===== config.mk =====
export PLATFORM = sky130hd
export DESIGN_NAME = nec_ir_frame_receiver_unit
export DESIGN_NICKNAME = d
export VERILOG_FILES = /design/src/rtl/necir_pkg.sv /design/src/rtl/necir_cfg.sv /design/src/rtl/necir_core.sv /design/src/rtl/nec_ir_frame_receiver_unit.sv
export SDC_FILE = /design/constraint.sdc
export NUM_CORES = 1
export LEC_CHECK = 0
export BUFFER_PORTS_ARGS = -buffer_cell sky130_fd_sc_hd__buf_2
export CAP_MARGIN = 20
export CORE_ASPECT_RATIO = 1.2
export CORE_MARGIN = 1.5
export CORE_UTILIZATION = 54
export DETAILED_ROUTE_END_ITERATION = 10
export GPL_TIMING_DRIVEN = 0
export PLACE_DENSITY = 0.77
export SYNTH_ARGS = -nofsm -noshare
export SYNTH_HDL_FRONTEND = slang
export SYNTH_SLANG_ARGS = --single-unit

===== constraint.sdc =====
create_clock -name clk -period 3.23 [get_ports clk]
set_input_delay 0.646 -clock clk [delete_from_list [all_inputs] [get_ports clk]]
set_output_delay 0.646 -clock clk [all_outputs]
set_load 0.02 [all_outputs]

===== src/rtl/necir_pkg.sv =====
`timescale 1ns / 1ps
// ----------------------------------------------------------------------------
// necir_pkg
// shared types, constants and helpers of the nec ir frame receiver
// ----------------------------------------------------------------------------
package necir_pkg;

  localparam int FRAME_BYTES = 4;
  localparam int FRAME_BITS  = FRAME_BYTES * 8;

  localparam int CNT_W  = 6;
  localparam int WORD_W = 32;
  localparam int TICK_W = 16;

  localparam logic [CNT_W-1:0] FRAME_BITS_CNT = CNT_W'(FRAME_BITS);

  // bits of the word that belong to bytes inside the frame
  localparam logic [WORD_W-1:0] FRAME_MASK =
    ~({WORD_W{1'b1}} >> FRAME_BITS);

  // register indexes
  localparam logic [1:0] REG_LEADER_MIN = 2'd0;
  localparam logic [1:0] REG_LEADER_MAX = 2'd1;
  localparam logic [1:0] REG_ONE_MIN    = 2'd2;
  localparam logic [1:0] REG_ONE_MAX    = 2'd3;

  // reset values
  localparam logic [TICK_W-1:0] LEADER_MIN_RST = 16'd18000;
  localparam logic [TICK_W-1:0] LEADER_MAX_RST = 16'd30000;
  localparam logic [TICK_W-1:0] ONE_MIN_RST    = 16'd3000;
  localparam logic [TICK_W-1:0] ONE_MAX_RST    = 16'd5400;

  // item kinds
  localparam logic KIND_EDGE = 1'b0;
  localparam logic KIND_ACK  = 1'b1;

  typedef struct packed {
    logic              kind;
    logic [TICK_W-1:0] interval;
  } necir_in_t;

  typedef struct packed {
    logic       frame_ready;
    logic       receiving;
    logic [7:0] byte0;
    logic [7:0] byte1;
    logic [7:0] byte2;
    logic [7:0] byte3;
  } necir_out_t;

  typedef struct packed {
    logic [TICK_W-1:0] leader_min;
    logic [TICK_W-1:0] leader_max;
    logic [TICK_W-1:0] one_min;
    logic [TICK_W-1:0] one_max;
  } necir_cfg_t;

  function automatic logic in_window(input logic [TICK_W-1:0] v,
                                     input logic [TICK_W-1:0] lo,
                                     input logic [TICK_W-1:0] hi);
    in_window = (v >= lo) && (v <= hi);
  endfunction

endpackage


===== src/rtl/necir_cfg.sv =====
`timescale 1ns / 1ps
// ----------------------------------------------------------------------------
// necir_cfg
// window registers written through a plain write port
// ----------------------------------------------------------------------------
module necir_cfg (
  input  logic                       clk,
  input  logic                       rst,
  input  logic                       cfg_write,
  input  logic [1:0]                 cfg_index,
  input  logic [necir_pkg::TICK_W-1:0] cfg_data,
  output necir_pkg::necir_cfg_t      cfg
);
  import necir_pkg::*;

  always_ff @(posedge clk) begin
    if (rst) begin
      cfg.leader_min <= LEADER_MIN_RST;
      cfg.leader_max <= LEADER_MAX_RST;
      cfg.one_min    <= ONE_MIN_RST;
      cfg.one_max    <= ONE_MAX_RST;
    end else if (cfg_write) begin
      unique case (cfg_index)
        REG_LEADER_MIN: cfg.leader_min <= cfg_data;
        REG_LEADER_MAX: cfg.leader_max <= cfg_data;
        REG_ONE_MIN:    cfg.one_min    <= cfg_data;
        REG_ONE_MAX:    cfg.one_max    <= cfg_data;
        default: ;
      endcase
    end
  end

endmodule


===== src/rtl/necir_core.sv =====
`timescale 1ns / 1ps
// ----------------------------------------------------------------------------
// necir_core
// frame state and the per-item decode step
// ----------------------------------------------------------------------------
module necir_core (
  input  logic                  clk,
  input  logic                  rst,
  input  logic                  step,
  input  necir_pkg::necir_in_t  item,
  input  necir_pkg::necir_cfg_t cfg,
  output necir_pkg::necir_out_t result
);
  import necir_pkg::*;

  logic              held_flag;
  logic              active_flag;
  logic [CNT_W-1:0]  bits_taken;
  logic [WORD_W-1:0] shift_word;

  logic              held_flag_next;
  logic              active_flag_next;
  logic [CNT_W-1:0]  bits_taken_next;
  logic [WORD_W-1:0] shift_word_next;
  logic [WORD_W-1:0] shown_word;
  logic              is_leader;
  logic              is_one;

  assign is_leader = in_window(item.interval, cfg.leader_min, cfg.leader_max);
  assign is_one    = in_window(item.interval, cfg.one_min, cfg.one_max);

  always_comb begin
    held_flag_next   = held_flag;
    active_flag_next = active_flag;
    bits_taken_next  = bits_taken;
    shift_word_next  = shift_word;
    if (item.kind == KIND_ACK) begin
      held_flag_next   = 1'b0;
      active_flag_next = 1'b0;
      bits_taken_next  = '0;
      shift_word_next  = '0;
    end else if (!held_flag) begin
      if (is_leader) begin
        active_flag_next = 1'b1;
        bits_taken_next  = '0;
        shift_word_next  = '0;
      end else if (active_flag) begin
        if (is_one) begin
          shift_word_next = shift_word | ({1'b1, {(WORD_W-1){1'b0}}} >> bits_taken[4:0]);
        end
        bits_taken_next = bits_taken + 1'b1;
        if (bits_taken_next >= FRAME_BITS_CNT) begin
          held_flag_next   = 1'b1;
          active_flag_next = 1'b0;
        end
      end
    end
  end

  // acknowledge shows the frame as it stood before clearing
  assign shown_word = ((item.kind == KIND_ACK) ? shift_word : shift_word_next) & FRAME_MASK;

  always_comb begin
    result.frame_ready = held_flag_next;
    result.receiving   = active_flag_next;
    result.byte0       = shown_word[31:24];
    result.byte1       = shown_word[23:16];
    result.byte2       = shown_word[15:8];
    result.byte3       = shown_word[7:0];
  end

  always_ff @(posedge clk) begin
    if (rst) begin
      held_flag   <= 1'b0;
      active_flag <= 1'b0;
      bits_taken  <= '0;
      shift_word  <= '0;
    end else if (step) begin
      held_flag   <= held_flag_next;
      active_flag <= active_flag_next;
      bits_taken  <= bits_taken_next;
      shift_word  <= shift_word_next;
    end
  end

endmodule


===== src/rtl/nec_ir_frame_receiver_unit.sv =====
`timescale 1ns / 1ps
// ----------------------------------------------------------------------------
// nec_ir_frame_receiver_unit
// nec infrared frame receiver fed with falling-edge intervals
// ----------------------------------------------------------------------------
// Each input item is either an edge carrying the tick interval since the
// previous falling edge, or an acknowledge. An interval in the leader window
// starts (or restarts) a frame; later intervals are data bits, 1 inside the
// one window and 0 otherwise, shifted in msb first from byte0 on. After the
// last bit the frame is held and edges are ignored until an acknowledge.
// Every item gives exactly one result item with the flags and bytes after
// the update; an acknowledge reports the bytes as they stood before clearing.
// The unit takes one item per clock cycle while the result channel does not
// stall; an accepted item passes the input register, then the decode step into
// the result register. Window registers should only be written while idle.
// ----------------------------------------------------------------------------
module nec_ir_frame_receiver_unit (
  input  logic                         clk,
  input  logic                         rst,
  // input channel
  input  logic                         in_valid,
  output logic                         in_stall,
  input  necir_pkg::necir_in_t         in_data,
  // result channel
  output logic                         out_valid,
  input  logic                         out_stall,
  output necir_pkg::necir_out_t        out_data,
  // window register write port
  input  logic                         cfg_write,
  input  logic [1:0]                   cfg_index,
  input  logic [necir_pkg::TICK_W-1:0] cfg_data
);
  import necir_pkg::*;

  necir_cfg_t cfg;
  necir_in_t  item;
  logic       item_valid;
  necir_out_t result;
  logic       advance;

  // the held item moves on whenever the result register is free or emptying
  assign advance  = item_valid && (!out_valid || !out_stall);
  assign in_stall = item_valid && !advance;

  necir_cfg u_cfg (
    .clk       (clk),
    .rst       (rst),
    .cfg_write (cfg_write),
    .cfg_index (cfg_index),
    .cfg_data  (cfg_data),
    .cfg       (cfg)
  );

  necir_core u_core (
    .clk    (clk),
    .rst    (rst),
    .step   (advance),
    .item   (item),
    .cfg    (cfg),
    .result (result)
  );

  // input register
  always_ff @(posedge clk) begin
    if (rst) begin
      item_valid <= 1'b0;
    end else if (!in_stall) begin
      item_valid <= in_valid;
    end
  end

  always_ff @(posedge clk) begin
    if (!in_stall && in_valid) begin
      item <= in_data;
    end
  end

  // result register
  always_ff @(posedge clk) begin
    if (rst) begin
      out_valid <= 1'b0;
    end else if (advance) begin
      out_valid <= 1'b1;
    end else if (!out_stall) begin
      out_valid <= 1'b0;
    end
  end

  always_ff @(posedge clk) begin
    if (advance) begin
      out_data <= result;
    end
  end

endmodule

**After elaboration in Yosys (flattened, before gate mapping)**

Cells that the tools add are included.

- Register bits after elaboration: 157
- Input port bits: 40
- Output and inout port bits: 36
- Logic and storage cells: 70

- Add/subtract/negate cells: 1
- Magnitude comparators: 5
- Equality and inequality tests: 5
- Shift operators: 1
- Multiplexer cells: 22
- Bitwise logic cells: 1
- Reduce and logical (&&, ||, !) cells: 17

Operator list:

| kind | number |
|---|---|
| $mux 32 | 6 |
| $ge 16x16->1 | 2 |
| $le 16x16->1 | 2 |
| $or 32x32->32 | 1 |
| $shr 32x5->32 const A | 1 |
| $mux 6 | 4 |
| $mux 1 | 12 |
| $reduce_and 2->1 | 4 |
| $add 6x1->6 const B | 1 |
| $ge 6x6->1 const B | 1 |
| $logic_and 1x1->1 | 5 |
| $eq 2x2->1 const B | 2 |
| $logic_not 1->1 | 4 |
| $reduce_and 3->1 | 1 |
| $reduce_bool 3->1 | 1 |
| $eq 2x1->1 const B | 1 |
| $logic_not 2->1 | 1 |
| $ne 2x1->1 const B | 1 |
| $ne 2x2->1 const B | 1 |
| $logic_or 1x1->1 | 1 |

**Logic depth before layout (Yosys ltp)**

- Word-level depth: 8
- Gate-level depth with buffers: 12
- Depth with buffers taken out: 10

**Hierarchy**

A second synthesis with hierarchy kept.

- Cells, all modules: 804
- Area total of the unflattened synthesis: 8086.5 um2

By module, submodules not included:

| module | times used | cells an instance | area each (um2) | sequential area each (um2) |
|---|---|---|---|---|
| necir_core | 1 | 501 | 3930.0 | 800.8 |
| necir_cfg | 1 | 242 | 2538.7 | 1281.2 |
| nec_ir_frame_receiver_unit | 1 | 61 | 1617.8 | 1571.5 |

**Worst setup path before layout**

Ideal clock, no wire load.

- Path kind: in2reg
- Start point: input out_stall
- End point: register u_core.shift_word[21]
- Library setup time: 0.058 ns
- Arrival time: 3.248 ns
- Data required time: 3.172 ns
- Setup slack: -0.076 ns
- Stages: 6
- Buffers on the path: 2
- Path through: a21boi_0 clkbuf_1 nand4_1 clkbuf_1 nor3_1 o21a_1

- Word-level cells in the longest chain between the ends: 3

RTL lines:

| element | line | text |
|---|---|---|
| start: declaration | nec_ir_frame_receiver_unit.sv:26 | `input logic out_stall,` |
| $logic_not 1->1 | -- |  |
| $logic_or 1x1->1 | nec_ir_frame_receiver_unit.sv:42 | `assign advance = item_valid && (!out_valid \|\| !out_stall);` |
| $logic_and 1x1->1 | nec_ir_frame_receiver_unit.sv:42 |  |
| named net advance | nec_ir_frame_receiver_unit.sv:39 | `logic advance;` |
| end signal: assignment | necir_core.sv:82 | `shift_word <= shift_word_next;` |
| end: declaration | necir_core.sv:19 | `logic [WORD_W-1:0] shift_word;` |

The timed path passes the listed nets, and every way through them passes these cells.
A chain may end at the register's enable or synchronous reset.

==> metrics.md <==
| Metric | Value |
|---|---|
| Max-capacitance violation count | 0 |
| Setup crit end | out_data[18] |
| Synth Area in XOR/XNOR | 0.115% |
| Total negative slack | 0 ps |
| Shortest clock period the worst path allows after layout | between 3000 and 4000 ps |
| Vert. Die Dim | about 130 um |
| Synth Area in Simple Gates | 19.5% |
| Count of nets after finishing | about 1000 |
| Flops & latches, synth | between 150 and 200 |
| Max Buffers Root-to-Sink | 2 |
| Pin count of the biggest net entering global routing | between 40 and 50 |
| Setup slack of the most critical reg-to-reg path | 110 ps |
| Vias in the first global route | around 5900 |
| Capture instance of the worst register-to-register path | out_data[18] |
| Die Width | between 100 and 150 um |
| Remaining global-route overflow | 0 |
| Mapped Area | 0.00764 sq mm |
| Compound-cell area share of the yosys netlist | between 10% and 20% |
| Pre-antenna DRT Iters | 4 |
| Post-synth EDFFs | 51 |
| TritonCTS sink count | around 160 |
| Share of total power in combinational logic | under 10% |
| Synth-to-layout area growth | 16.8% |
| Placer's final routability congestion estimate | 0.880 |
| Crit path launch type | flop |
| Count of non-filler cells in the finished layout | 1118 |
| Reg2Reg Depth | 9 |
| Run status | complete, no violations |
| Vias per std cell | 5.62 |
| Warning count from the yosys run | 0 |
| Clock slew at reported path FFs | 60 ps |
| WL per Instance | approximately 16 um |
| Critical Path Start | item[11] |
| Maximum clock frequency | 321 MHz |
| Cell-internal power | about 0.0036 W |
| Number of distinct library cells after synthesis | 52 |
| CP required | 3410 ps |
| Cts bufs inserted | 17 |
| Post-placement cell count | 1083 |
| Wire length of the first global-routing pass | 29300 um |
| Worst clock skew | around 9 ps |
| Area of the core | 0.0138 sq mm |
| Number of DRC violations after detailed routing | 0 |
| Slew margin rel. | between 40% and 50% |
| Starting utilization of the core area | 55.3% |
| Sw power | between 0.001 and 0.0015 W |
| Multiplexer share of the synthesized area | 0% |
| Setup violations, final | 0 |
| TritonCTS clock tree | done |
| Dominant combinational cell family by area after synthesis | simple AND/OR/NAND/NOR gates |
| Boundary pin count | 76 |
| Most used DFF post-synth | sky130_fd_sc_hd__dfxtp_1 |
| Detailed placer's ending HPWL | around 13000 um |
| Proportion of total power due to net switching | 24.0% |
| Part of the power in the clock network | 45.0% |
| Die outline area | 0.0149 sq mm |
| Initial antenna violation count | 0 |
| Power Dens Cells | 529 mW/mm^2 |
| Crit Path Category | reg -> reg |
| Initial DRC count | 328 |
| Row count | 47 |
| Worst Path Arrival | 3300 ps |
| Final slew viol count | 0 |
| CTS HTree Levels | 4 |
| Source of the worst register-to-register timing path | item[11] |
| Maximum fanout encountered on the critical timing path | 10 |
| Worst min-delay path class | in -> reg |
| Reg power frac | a little under half |
| Max VDD drop | 0.411 mV |
| Global Route Usage Sum | 25.1% |
| Leakage | between 3 and 4 nW |
| Adder-cell area share of the yosys netlist | 11.5% |
| Sequential element share of the synthesized area | 47.8% |
| Number of vias in the routed layout | 6285 |
| Worst hold-check slack | 388 ps |
| Average cell area after synthesis | 9.14 sq um |
| Post-synth net total | 946 |
| Post-Syn Instances | 836 |
| Detailed Route WL | 18000 um |
| Diode insertion count for antenna repair | 0 |
| Crit path capture type | flop |
| Share of layout cells above drive strength 1 | 14.1% |
| Port Buf Inserts | 75 |
| Fraction of synthesis flops using an asynchronous set or reset pin | 0% |
| Root cell of the clock tree | sky130_fd_sc_hd__clkbuf_16 |
| Ratio of final minimum period to clock period | between 90% and 100% |
| Total count of hold-check failures in the final report | 0 |
| Actual slew at the worst max-slew pin | between 800 and 900 ps |
| Residual antenna-violating net count after detailed routing | 0 |
| Source-to-sink clock delay at the later pin of the worst-skew pair | ~430 ps |
-- worst min path at each step --
stage                     slack (ps)            end     startpoint  depth (start not counted)
after global routing             370       item[14]    in_data[14]                          1
final                            390        item[4]     in_data[4]                          1
after floorplan                  440  u_cfg.cfg[11]  u_cfg.cfg[11]                          2
after global placement           440  u_cfg.cfg[38]  u_cfg.cfg[38]                          2
after CTS                        380        item[4]     in_data[4]                          1
after detailed placement         450  u_cfg.cfg[22]  u_cfg.cfg[22]                          2
-- cell type report --
type	count	area [sq um]
buffer	40	180
clock inverter	13	188
clock buffer	19	443
timing repair buffer	80	420
inverter	70	263
fill	1170	4890
multi-input combinational	568	3570
sequential	157	3650
tap	171	214
-- layer usage --
layer	wire length [um]	GRT usage, %	share of wire [%]	vias to the layer above
met5	0	0	0	-
met4	543	10.4	3.0	0
met3	953	4.82	5.3	44
met2	9340	45.3	52	189
met1	7180	29.3	40	2932
li1	-	-	-	3120
-- cell usage after synthesis (3+ instances only) --
| master | count | area share [%] |
|---|---|---|
| sky130_fd_sc_hd__nand3_1 | 15 | 0.98 |
| sky130_fd_sc_hd__edfxtp_1 | 51 | 20 |
| sky130_fd_sc_hd__nor2_1 | 54 | 2.7 |
| sky130_fd_sc_hd__nand3b_1 | 14 | 1.4 |
| sky130_fd_sc_hd__a22o_1 | 4 | 0.46 |
| sky130_fd_sc_hd__nor3_1 | 41 | 2.7 |
| sky130_fd_sc_hd__or2_2 | 5 | 0.41 |
| sky130_fd_sc_hd__nor4_1 | 3 | 0.25 |
| sky130_fd_sc_hd__clkbuf_1 | 33 | 1.6 |
| sky130_fd_sc_hd__nand2b_1 | 9 | 0.74 |
| sky130_fd_sc_hd__buf_1 | 3 | 0.15 |
| sky130_fd_sc_hd__buf_6 | 3 | 0.44 |
| sky130_fd_sc_hd__nand4_1 | 16 | 1.3 |
| sky130_fd_sc_hd__nor2b_1 | 3 | 0.25 |
| sky130_fd_sc_hd__and2_1 | 3 | 0.25 |
| sky130_fd_sc_hd__nand2_1 | 133 | 6.5 |
| sky130_fd_sc_hd__a31oi_1 | 11 | 0.90 |
| sky130_fd_sc_hd__o21ai_0 | 10 | 0.65 |
| sky130_fd_sc_hd__ha_1 | 70 | 11 |
| sky130_fd_sc_hd__a41oi_1 | 4 | 0.46 |
| sky130_fd_sc_hd__a21oi_1 | 76 | 5.0 |
| sky130_fd_sc_hd__and3_1 | 6 | 0.49 |
| sky130_fd_sc_hd__dfxtp_1 | 106 | 28 |
| sky130_fd_sc_hd__a211o_1 | 11 | 1.3 |
| sky130_fd_sc_hd__a21o_1 | 19 | 1.9 |
| sky130_fd_sc_hd__o21a_1 | 32 | 3.1 |
| sky130_fd_sc_hd__or3_1 | 3 | 0.25 |
| sky130_fd_sc_hd__inv_1 | 70 | 3.4 |
-- power by group through the flow --
stage | Combinational, W | Sequential (W) | Clock (W)
floorplan | 0.000266 | 0.00220 | 0
global placement | 0.000429 | 0.00218 | 0
detailed placement | 0.000441 | 0.00219 | 0
CTS | 0.000449 | 0.00214 | 0.00215
global route | 0.000505 | 0.00215 | 0.00223
finish | 0.000455 | 0.00214 | 0.00213
-- cell usage in the layout, fill, tap and decap left out, types with 11 or more instances in the layout --
master / count
sky130_fd_sc_hd__nor2_1: 54
sky130_fd_sc_hd__clkbuf_1: 29
sky130_fd_sc_hd__a21o_1: 19
sky130_fd_sc_hd__nor3_1: 40
sky130_fd_sc_hd__nand3b_1: 14
sky130_fd_sc_hd__a21oi_1: 76
sky130_fd_sc_hd__o21a_1: 32
sky130_fd_sc_hd__inv_1: 70
sky130_fd_sc_hd__nand2_1: 133
sky130_fd_sc_hd__nand3_1: 15
sky130_fd_sc_hd__a31oi_1: 11
sky130_fd_sc_hd__clkbuf_16: 17
sky130_fd_sc_hd__ha_1: 70
sky130_fd_sc_hd__edfxtp_1: 51
sky130_fd_sc_hd__a211o_1: 11
sky130_fd_sc_hd__buf_2: 78
sky130_fd_sc_hd__nand4_1: 16
sky130_fd_sc_hd__dfxtp_1: 106
-- worst max-delay path, cell delays in order (launching register included) --
cell and delay [ps]:
sky130_fd_sc_hd__edfxtp_1 480, sky130_fd_sc_hd__ha_1 380, sky130_fd_sc_hd__nand4_1 180, sky130_fd_sc_hd__nor4_1 380
sky130_fd_sc_hd__o21ai_1 150, sky130_fd_sc_hd__a21oi_1 260, sky130_fd_sc_hd__o22ai_2 170, sky130_fd_sc_hd__nor3_2 460
sky130_fd_sc_hd__clkbuf_2 310, sky130_fd_sc_hd__nor2_1 80
-- flip-flops by register name, summed over array words and instances (netlist names), 6 cells and up --
| register | count |
|---|---|
| u_cfg.cfg | 64 |
| out_data | 34 |
| u_core.shift_word | 32 |
| item | 17 |
| u_core.bits_taken | 6 |
-- logic make-up after synthesis --
group                      count (synthesis)
and+or+nand+nor                          316
AOI/OAI and AO/OA                        181
DFF                                      157
buffers and inverters                    111
adders and majority gates                 70
xor gates and xnor gates                   1
-- stage by stage --
step	area [sq um]	setup slack [ps]	power, W	utilization [%]
6_report	8930	112	0.00472	64.6
5_1_grt	8930	-5.42	0.00489	64.6
4_1_cts	8890	20.7	0.00474	64.3
3_5_place_dp	8250	-194	0.00263	59.7
3_3_place_gp	8230	-205	0.00261	59.6
2_1_floorplan	7640	580	0.00247	-
-- what timing repair did --
item,4_1_cts,5_1_grt
cloned,0,0
pin swaps,0,1
gates resized for setup,3,8
endpoints found under the setup margin,25,48
hold buffers,0,0
buffers inserted,0,4
Power figures use the tool's default switching activity.
